<file path="src/rtl/core/wasm_section_deframer_assert.svh">
// assertion macros for the wasm section deframer
`ifndef WASM_SECTION_DEFRAMER_ASSERT_SVH
`define WASM_SECTION_DEFRAMER_ASSERT_SVH
`ifndef SYNTHESIS
// property checked on every clock edge outside reset
`define WSD_ASSERT(lbl, prop) \
	lbl: assert property (@(posedge clk) disable iff (!arst_n) (prop)) \
		else $error("wsd assertion failed");
// property checked on every clock edge, reset included
`define WSD_ASSERT_ALWAYS(lbl, prop) \
	lbl: assert property (@(posedge clk) (prop)) \
		else $error("wsd assertion failed");
`else
`define WSD_ASSERT(lbl, prop)
`define WSD_ASSERT_ALWAYS(lbl, prop)
`endif
`endif

</file>
<file path="src/rtl/core/wsd_pkg.sv">
// types and constants shared by the wasm section deframer
`timescale 1ns / 1ps
package wsd_pkg;

	// result kinds
	localparam logic [2:0] KIND_PAYLOAD   = 3'd0;
	localparam logic [2:0] KIND_EMPTY     = 3'd1;
	localparam logic [2:0] KIND_BAD_MAGIC = 3'd2;
	localparam logic [2:0] KIND_BAD_ID    = 3'd3;
	localparam logic [2:0] KIND_TRUNC     = 3'd4;
	localparam logic [2:0] KIND_OVERLONG  = 3'd5;

	// last header byte index and last size byte index
	localparam logic [2:0] HDR_LAST      = 3'd3;
	localparam logic [2:0] SIZE_LAST_IDX = 3'd4;

	typedef enum logic [2:0] {
		PH_MAGIC   = 3'd0,
		PH_VERSION = 3'd1,
		PH_ID      = 3'd2,
		PH_SIZE    = 3'd3,
		PH_PAYLOAD = 3'd4
	} phase_t;

	typedef struct packed {
		logic [7:0] data_byte;
		logic       final_byte;
	} in_t;

	typedef struct packed {
		logic [2:0]  kind;
		logic [7:0]  section_id;
		logic [7:0]  payload_byte;
		logic [31:0] byte_offset;
		logic        section_last;
	} out_t;

	// framer status toward the top level
	typedef struct packed {
		logic halted;
		logic valid;
		out_t item;
	} step_t;

	// expected magic byte at header position
	function automatic logic [7:0] magic_byte(input logic [1:0] pos);
		logic [7:0] m;
		case (pos)
			2'd0: m = 8'h00;
			2'd1: m = 8'h61;
			2'd2: m = 8'h73;
			default: m = 8'h6d;
		endcase
		return m;
	endfunction

endpackage

</file>
<file path="src/rtl/core/wsd_framer.sv">
// section framing state machine: one request per step, at most one result
`timescale 1ns / 1ps
module wsd_framer #(
	parameter int NUM_SECTIONS = 12
) (
	input  logic         clk,
	input  logic         arst_n,
	input  logic         step_en,
	input  wsd_pkg::in_t in_item,
	output wsd_pkg::step_t status
);
	import wsd_pkg::*;

	phase_t      phase_q, phase_n;
	logic [2:0]  hc_q, hc_n;
	logic [7:0]  id_q, id_n;
	logic [31:0] size_q, size_n;
	logic [31:0] rem_q, rem_n;
	logic [31:0] pidx_q, pidx_n;
	logic        halted_q, halted_n;

	logic        res_valid;
	out_t        res_item;
	logic        keep_res;
	logic        abort;
	logic [31:0] size_part;
	logic        id_ok;
	logic        b_ok;
	logic [7:0]  b;

	assign b     = in_item.data_byte;
	assign id_ok = {1'b0, id_q} < 9'(NUM_SECTIONS);
	assign b_ok  = {1'b0, b} < 9'(NUM_SECTIONS);

	// size group shifted to its LEB128 position
	always_comb begin
		case (hc_q)
			3'd0: size_part = {25'd0, b[6:0]};
			3'd1: size_part = {18'd0, b[6:0], 7'd0};
			3'd2: size_part = {11'd0, b[6:0], 14'd0};
			3'd3: size_part = {4'd0, b[6:0], 21'd0};
			3'd4: size_part = {b[3:0], 28'd0};
			default: size_part = 32'd0;
		endcase
	end

	// state registers
	always_ff @(posedge clk or negedge arst_n) begin
		if (!arst_n) begin
			phase_q  <= PH_MAGIC;
			hc_q     <= 3'd0;
			id_q     <= 8'd0;
			size_q   <= 32'd0;
			rem_q    <= 32'd0;
			pidx_q   <= 32'd0;
			halted_q <= 1'b0;
		end else begin
			phase_q  <= phase_n;
			hc_q     <= hc_n;
			id_q     <= id_n;
			size_q   <= size_n;
			rem_q    <= rem_n;
			pidx_q   <= pidx_n;
			halted_q <= halted_n;
		end
	end

	// next state and result for one request
	always_comb begin
		phase_n   = phase_q;
		hc_n      = hc_q;
		id_n      = id_q;
		size_n    = size_q;
		rem_n     = rem_q;
		pidx_n    = pidx_q;
		halted_n  = halted_q;
		res_valid = 1'b0;
		res_item  = '0;
		keep_res  = 1'b0;
		abort     = 1'b0;
		if (step_en && !halted_q) begin
			case (phase_q)
				PH_MAGIC: begin
					if (b != magic_byte(hc_q[1:0])) begin
						res_valid     = 1'b1;
						res_item.kind = KIND_BAD_MAGIC;
						halted_n      = 1'b1;
						abort         = 1'b1;
					end else if (hc_q == HDR_LAST) begin
						hc_n    = 3'd0;
						phase_n = PH_VERSION;
					end else begin
						hc_n = hc_q + 3'd1;
					end
				end
				PH_VERSION: begin
					if (hc_q == HDR_LAST) begin
						hc_n    = 3'd0;
						phase_n = PH_ID;
					end else begin
						hc_n = hc_q + 3'd1;
					end
				end
				PH_ID: begin
					id_n    = b;
					size_n  = 32'd0;
					hc_n    = 3'd0;
					phase_n = PH_SIZE;
					if (!b_ok) begin
						res_valid           = 1'b1;
						res_item.kind       = KIND_BAD_ID;
						res_item.section_id = b;
					end
				end
				PH_SIZE: begin
					if (hc_q >= SIZE_LAST_IDX && b[7:4] != 4'd0) begin
						res_valid           = 1'b1;
						res_item.kind       = KIND_OVERLONG;
						res_item.section_id = id_q;
						keep_res            = 1'b1;
						hc_n                = 3'd0;
						size_n              = 32'd0;
						phase_n             = PH_ID;
					end else begin
						size_n = size_q | size_part;
						hc_n   = hc_q + 3'd1;
						if (!b[7]) begin
							hc_n = 3'd0;
							if (size_n == 32'd0) begin
								phase_n = PH_ID;
								if (id_ok) begin
									res_valid           = 1'b1;
									res_item.kind       = KIND_EMPTY;
									res_item.section_id = id_q;
								end
							end else begin
								rem_n   = size_n;
								pidx_n  = 32'd0;
								phase_n = PH_PAYLOAD;
							end
						end
					end
				end
				PH_PAYLOAD: begin
					if (id_ok) begin
						res_valid             = 1'b1;
						res_item.kind         = KIND_PAYLOAD;
						res_item.section_id   = id_q;
						res_item.payload_byte = b;
						res_item.byte_offset  = pidx_q;
						res_item.section_last = (rem_q == 32'd1);
					end
					pidx_n = pidx_q + 32'd1;
					rem_n  = rem_q - 32'd1;
					if (rem_q == 32'd1) begin
						phase_n = PH_ID;
					end
				end
				default: begin
					phase_n = PH_MAGIC;
				end
			endcase

			// end of module: report truncation, then restart framing
			if (in_item.final_byte && !abort) begin
				if (phase_n != PH_ID && !keep_res) begin
					res_valid           = 1'b1;
					res_item            = '0;
					res_item.kind       = KIND_TRUNC;
					res_item.section_id =
						(phase_n == PH_MAGIC || phase_n == PH_VERSION) ? 8'd0 : id_n;
				end
				phase_n = PH_MAGIC;
				hc_n    = 3'd0;
				id_n    = 8'd0;
				size_n  = 32'd0;
				rem_n   = 32'd0;
				pidx_n  = 32'd0;
			end
		end
	end

	assign status.halted = halted_q;
	assign status.valid  = res_valid;
	assign status.item   = res_item;

endmodule

</file>
<file path="src/rtl/core/wasm_section_deframer.sv">
// top level of the wasm section deframer: input register, framer, result register
`timescale 1ns / 1ps
`include "wasm_section_deframer_assert.svh"
// Takes a WebAssembly module one byte per request and returns its section payload
// bytes tagged with section id, offset and a last-of-section mark, plus empty-section
// and error results. One byte is accepted every cycle while results are taken; a byte
// is held in the input register, its result in the result register. The framing state
// is updated between those two registers, which is what sets the
// one-byte-per-cycle figure. A stalled result stalls byte
// intake through a combinational path from result_ready to byte_ready. After a
// bad magic result the block drops all bytes until reset.
module wasm_section_deframer #(
	parameter int NUM_SECTIONS = 12
) (
	input  logic          clk,
	input  logic          arst_n,
	input  logic          byte_valid,
	output logic          byte_ready,
	input  wsd_pkg::in_t  byte_data,
	output logic          result_valid,
	input  logic          result_ready,
	output wsd_pkg::out_t result_data
);
	import wsd_pkg::*;

	logic  valid_s1;
	in_t   data_s1;
	logic  advance;
	logic  out_free;
	step_t status;
	logic  out_valid_q;
	out_t  out_data_q;

	assign out_free   = !out_valid_q || result_ready;
	assign advance    = valid_s1 && out_free;
	assign byte_ready = !valid_s1 || out_free;

	// input register
	always_ff @(posedge clk or negedge arst_n) begin
		if (!arst_n) begin
			valid_s1 <= 1'b0;
		end else if (byte_ready) begin
			valid_s1 <= byte_valid;
		end
	end

	always_ff @(posedge clk) begin
		if (byte_ready && byte_valid) begin
			data_s1 <= byte_data;
		end
	end

	wsd_framer #(
		.NUM_SECTIONS(NUM_SECTIONS)
	) u_framer (
		.clk    (clk),
		.arst_n (arst_n),
		.step_en(advance),
		.in_item(data_s1),
		.status (status)
	);

	// result register
	always_ff @(posedge clk or negedge arst_n) begin
		if (!arst_n) begin
			out_valid_q <= 1'b0;
		end else if (out_free) begin
			out_valid_q <= status.valid;
		end
	end

	always_ff @(posedge clk) begin
		if (out_free && status.valid) begin
			out_data_q <= status.item;
		end
	end

	assign result_valid = out_valid_q;
	assign result_data  = out_data_q;

	// a free result slot always lets a byte in
	`WSD_ASSERT(a_ready_when_free, out_free |-> byte_ready)
	// the framer only produces a result for a byte that is moving on
	`WSD_ASSERT(a_result_on_step, status.valid |-> advance)
	// bad magic halts the block from the next cycle
	`WSD_ASSERT(a_halt_on_magic, (status.valid && status.item.kind == KIND_BAD_MAGIC) |=> status.halted)
	// halted holds until reset
	`WSD_ASSERT(a_halt_sticky, status.halted |=> status.halted)
	// the halted framer produces no result
	`WSD_ASSERT_ALWAYS(a_halt_silent, status.halted |-> !status.valid)

endmodule

</file>
<file path="config.mk">
export PLATFORM = sky130hd
export DESIGN_NAME = wasm_section_deframer
export DESIGN_NICKNAME = d
export VERILOG_FILES = /design/src/rtl/core/wsd_pkg.sv /design/src/rtl/core/wsd_framer.sv /design/src/rtl/core/wasm_section_deframer.sv
export VERILOG_INCLUDE_DIRS = /design/src /design/src/rtl/core
export SDC_FILE = /design/constraint.sdc
export NUM_CORES = 1
export LEC_CHECK = 0
export BUFFER_PORTS_ARGS = -buffer_cell sky130_fd_sc_hd__buf_2
export CORE_MARGIN = 1
export CORE_UTILIZATION = 57
export CTS_CLUSTER_SIZE = 12
export DETAILED_ROUTE_END_ITERATION = 16
export GPL_TIMING_DRIVEN = 1
export PLACE_DENSITY_LB_ADDON = 0.1
export SLEW_MARGIN = 20
export SYNTH_ARGS = -nofsm -noshare
export SYNTH_HDL_FRONTEND = slang
export SYNTH_SLANG_ARGS = --single-unit
</file>
<file path="constraint.sdc">
create_clock -name clk -period 18.7 [get_ports clk]
set_input_delay 0 -clock clk [delete_from_list [all_inputs] [get_ports clk]]
set_output_delay 0 -clock clk [all_outputs]
set_load 0.02 [all_outputs]
</file>
==> flow_metrics.py <==
metrics = {
    "finish": {
        "n_antenna_cell": 0,
        "final_net_count": 1028,
        "drive_gt1_frac": 0.1280,
        "instances_no_fill": 1232,
        "synthToLayoutAreaGrowth_pct": 11.14,
    },
    "floorplan": {
        "core_um2": 15890,
        "initial_utilization": 0.5825,
        "num_rows": 46,
        "die_width_um": 129.4,
        "die_y_um": 129.4,
        "io_pins": 67,
        "die-area_um2": 16750,
    },
    "routing": {
        "vias_per_cell": 6.621,
        "drt_iter0_drc": 976,
        "vias": 8157,
        "drt_wl_total_mm": 24.14,
        "wl_per_cell_um": 19.59,
        "first_pass_iters": 6,
        "route.detailed.drc": 0,
        "postRouteAntennaNets": 0,
    },
    "critical_path": {
        "crit_type": "register to register",
        "cp_slowest_cell": "edfxtp_1",
        "cp_slowest_stage_delay_ns": 0.87,
        "rr_worst_depth": 7,
        "rrSetupSlack_ns": 14.85,
        "crit_cells": 7,
        "crit_fanout": 30,
        "crit_arrival_ns": 4.11,
        "crit_buf_inv": 0,
        "cp_top_family": "simple AND/OR/NAND/NOR gates",
        "crit_path_end_kind": "register",
        "crit_chain": "and4b_1 > o22ai_1 > o31a_1 > nor2b_1 > or3_1 > and2_1 > nor2_1",
        "worstPathRequired_ns": 18.96,
        "startpoint_type": "register",
    },
    "cts": {
        "cts_resized": 0,
        "cts_hold_buffers": 12,
        "htree_num_levels": 4,
        "cts_buffer_depth": 2,
        "clock_latency_ns": 0.43,
        "clock-sinks": 174,
        "cts_tree": "built",
        "cts_buffers": 17,
        "cts-root-buf": "clkbuf_16",
        "clkSlewWorstSetupHoldPaths_ns": 0.07,
        "post_cts_buffers": 0,
    },
    "pwr": {
        "sequentialPowerShare": 0.525,
        "pwr-share-clk": 0.448,
        "comb_power_share": 0.026,
        "pwr_density_cell_nw_per_um2": 74.16,
        "swShare": 0.2308,
        "internal_power_uw": 586.7,
        "p_leak_nw": 4.338,
        "max-vdd-ir-drop_v": 0.00005923,
        "p_sw_uw": 176.0,
    },
    "timing": {
        "setup_viol_count_final": 0,
        "fmax_ghz": 0.2595,
        "rsz0062_at_grt": "false",
        "setup_tns_ns": 0,
        "post-route-period-util": 0.2061,
        "hold-worst-slack_ns": -0.002648,
        "hold_viol": 1,
        "drv_slew": 0,
        "relSlewSlack": 0.2736,
        "min_period_ns": 3.853,
        "clock_skew_ns": 0.008548,
        "tightest_slew_ns": 1.090,
    },
    "grt": {
        "grt_start_max_net_pins": 70,
        "grt.total_usage": 0.3006,
        "grt_pass1_vias": 7145,
        "grt_overflow": 0,
        "grt_pass1_wl_mm": 38.54,
        "antenna_found_initial": 0,
    },
    "yosys": {
        "synth_fp_nets": 992,
        "synth-main-ff-cell": "dfrtp_1",
        "synth.avg_cell_area_um2": 9.570,
        "syn-instance-count": 967,
        "yosysUniqueCellTypes": 73,
        "async_flop_share": 0.6494,
        "synth_edf_count": 61,
        "ys_warn_count": 0,
        "synth.yosys.seq_area_share": 0.5035,
        "synth_seq_cells": 174,
        "mappedNetlistArea_um2": 9254,
    },
    "hold_path": {
        "hp-class": "input pin to register",
        "holdPathStages": 3,
    },
    "status": {
        "outcome": "complete, but fails checks",
        "violations": "negative hold slack",
    },
    "placement": {
        "dpl.hpwl_mm": 15.57,
        "place_congestion": 0.9341,
        "place_inst": 1188,
        "port_buffers": 66,
    },
    "flow_run": {
        "maxCapViolations": 0,
    },
}
==> cell usage after synthesis (14+ instances only) <==
library cell | number | area, µm²
o31ai_1 | 32 | 240.2
and3_1 | 15 | 93.84
a21oi_1 | 59 | 295.3
nor4_1 | 24 | 150.1
nand3_1 | 21 | 105.1
inv_1 | 15 | 56.30
nand2_1 | 59 | 221.5
nor2_1 | 106 | 397.9
and2_1 | 42 | 262.8
buf_2 | 14 | 70.07
nor3_1 | 36 | 180.2
clkbuf_1 | 41 | 153.9
dfrtp_1 | 113 | 2828
a31oi_1 | 64 | 400.4
edfxtp_1 | 61 | 1832
o21ai_0 | 83 | 415.4
==> cell type report <==
cell class              instances  area [µm²]
flip-flops and latches        174        4659
clock buffers                  18       429.2
well taps                     216       270.3
clock inverters                14       133.9
multi-input cells             706        4200
fillers                      1347        5600
repair buffers                 89       535.5
inverters                      15       56.30
==> layer usage <==
metal  share of wire  vias to the layer above  wire length [µm]  GRT usage
met2            0.46                      441             11080     0.4453
met5               0                        -                 0          0
met3           0.068                       56              1638    0.04748
met1            0.44                     3930             10580     0.4367
li1                -                     3730                 -          -
met4           0.035                        0               836     0.1368
==> worst reg2reg max path, delay by kind of cell (launching register included) <==
family	cells	cell delay [ns]
AOI/OAI and AO/OA	2	0.44
DFF	1	0.87
and+or+nand+nor	5	2.38
==> power groups by stage <==
stage | clock network [mW] | registers, mW | logic [mW]
global placement | 0 | 0.408 | 0.0182
global route | 0.361 | 0.400 | 0.0223
finish | 0.342 | 0.401 | 0.0202
detailed placement | 0 | 0.408 | 0.0182
floorplan | 0 | 0.403 | 0.0126
CTS | 0.345 | 0.400 | 0.0203
==> placed cells by master (no fill, tap or decap), drive strengths merged, types with 33 or more instances in the layout <==
cell type and n:
nand2 60, a21oi 59, nor2 107, o31ai 33, dfrtp 113, a31oi 65
o21ai 88, edfxtp 61, nor3 37, buf 77, and2 42
==> kinds of logic after synthesis <==
group                    share of synthesized area
AND/OR/NAND/NOR                             0.2028
adder cells (fa/ha/maj)                    0.01622
buffers and inverters                      0.04516
flip-flops                                  0.5035
multiplexers                              0.005544
AO/OA/AOI/OAI                               0.2267
==> stage by stage <==
stage               cell area, µm²  utilization  setup slack, ns  power, mW
floorplan                     9254            -            12.66     0.4155
global placement              9595       0.6040            15.09     0.4258
detailed placement            9595       0.6040            14.96     0.4260
CTS                          10280       0.6471            14.95     0.7653
global route                 10280       0.6474            14.67     0.7834
finish                       10280       0.6474            14.85     0.7627
==> worst paths after layout <==
path                                                 start                               to
min in group asynchronous                           arst_n   u_framer.size_q[3]$_DFFE_PN0P_
min reg2reg                u_framer.pidx_q[24]$_DFFE_PN0P_  u_framer.pidx_q[24]$_DFFE_PN0P_
max                                   data_s1[1]$_DFFE_PP_  u_framer.size_q[30]$_DFFE_PN0P_
max reg2reg                           data_s1[1]$_DFFE_PP_  u_framer.size_q[30]$_DFFE_PN0P_
min                                           result_ready    u_framer.halted_q$_DFFE_PN0P_
max in group asynchronous                           arst_n  u_framer.pidx_q[10]$_DFFE_PN0P_
==> sequential cells by signal (all words and copies together), names as in the netlist <==
name and count:
result_data 52, u_framer.pidx_q 32, u_framer.rem_q 32, u_framer.size_q 32
data_s1 9, u_framer.id_q 8, u_framer.hc_q 3, u_framer.phase_q 3
result_valid 1, u_framer.halted_q 1, valid_s1 1
Power figures use the tool's default switching activity.
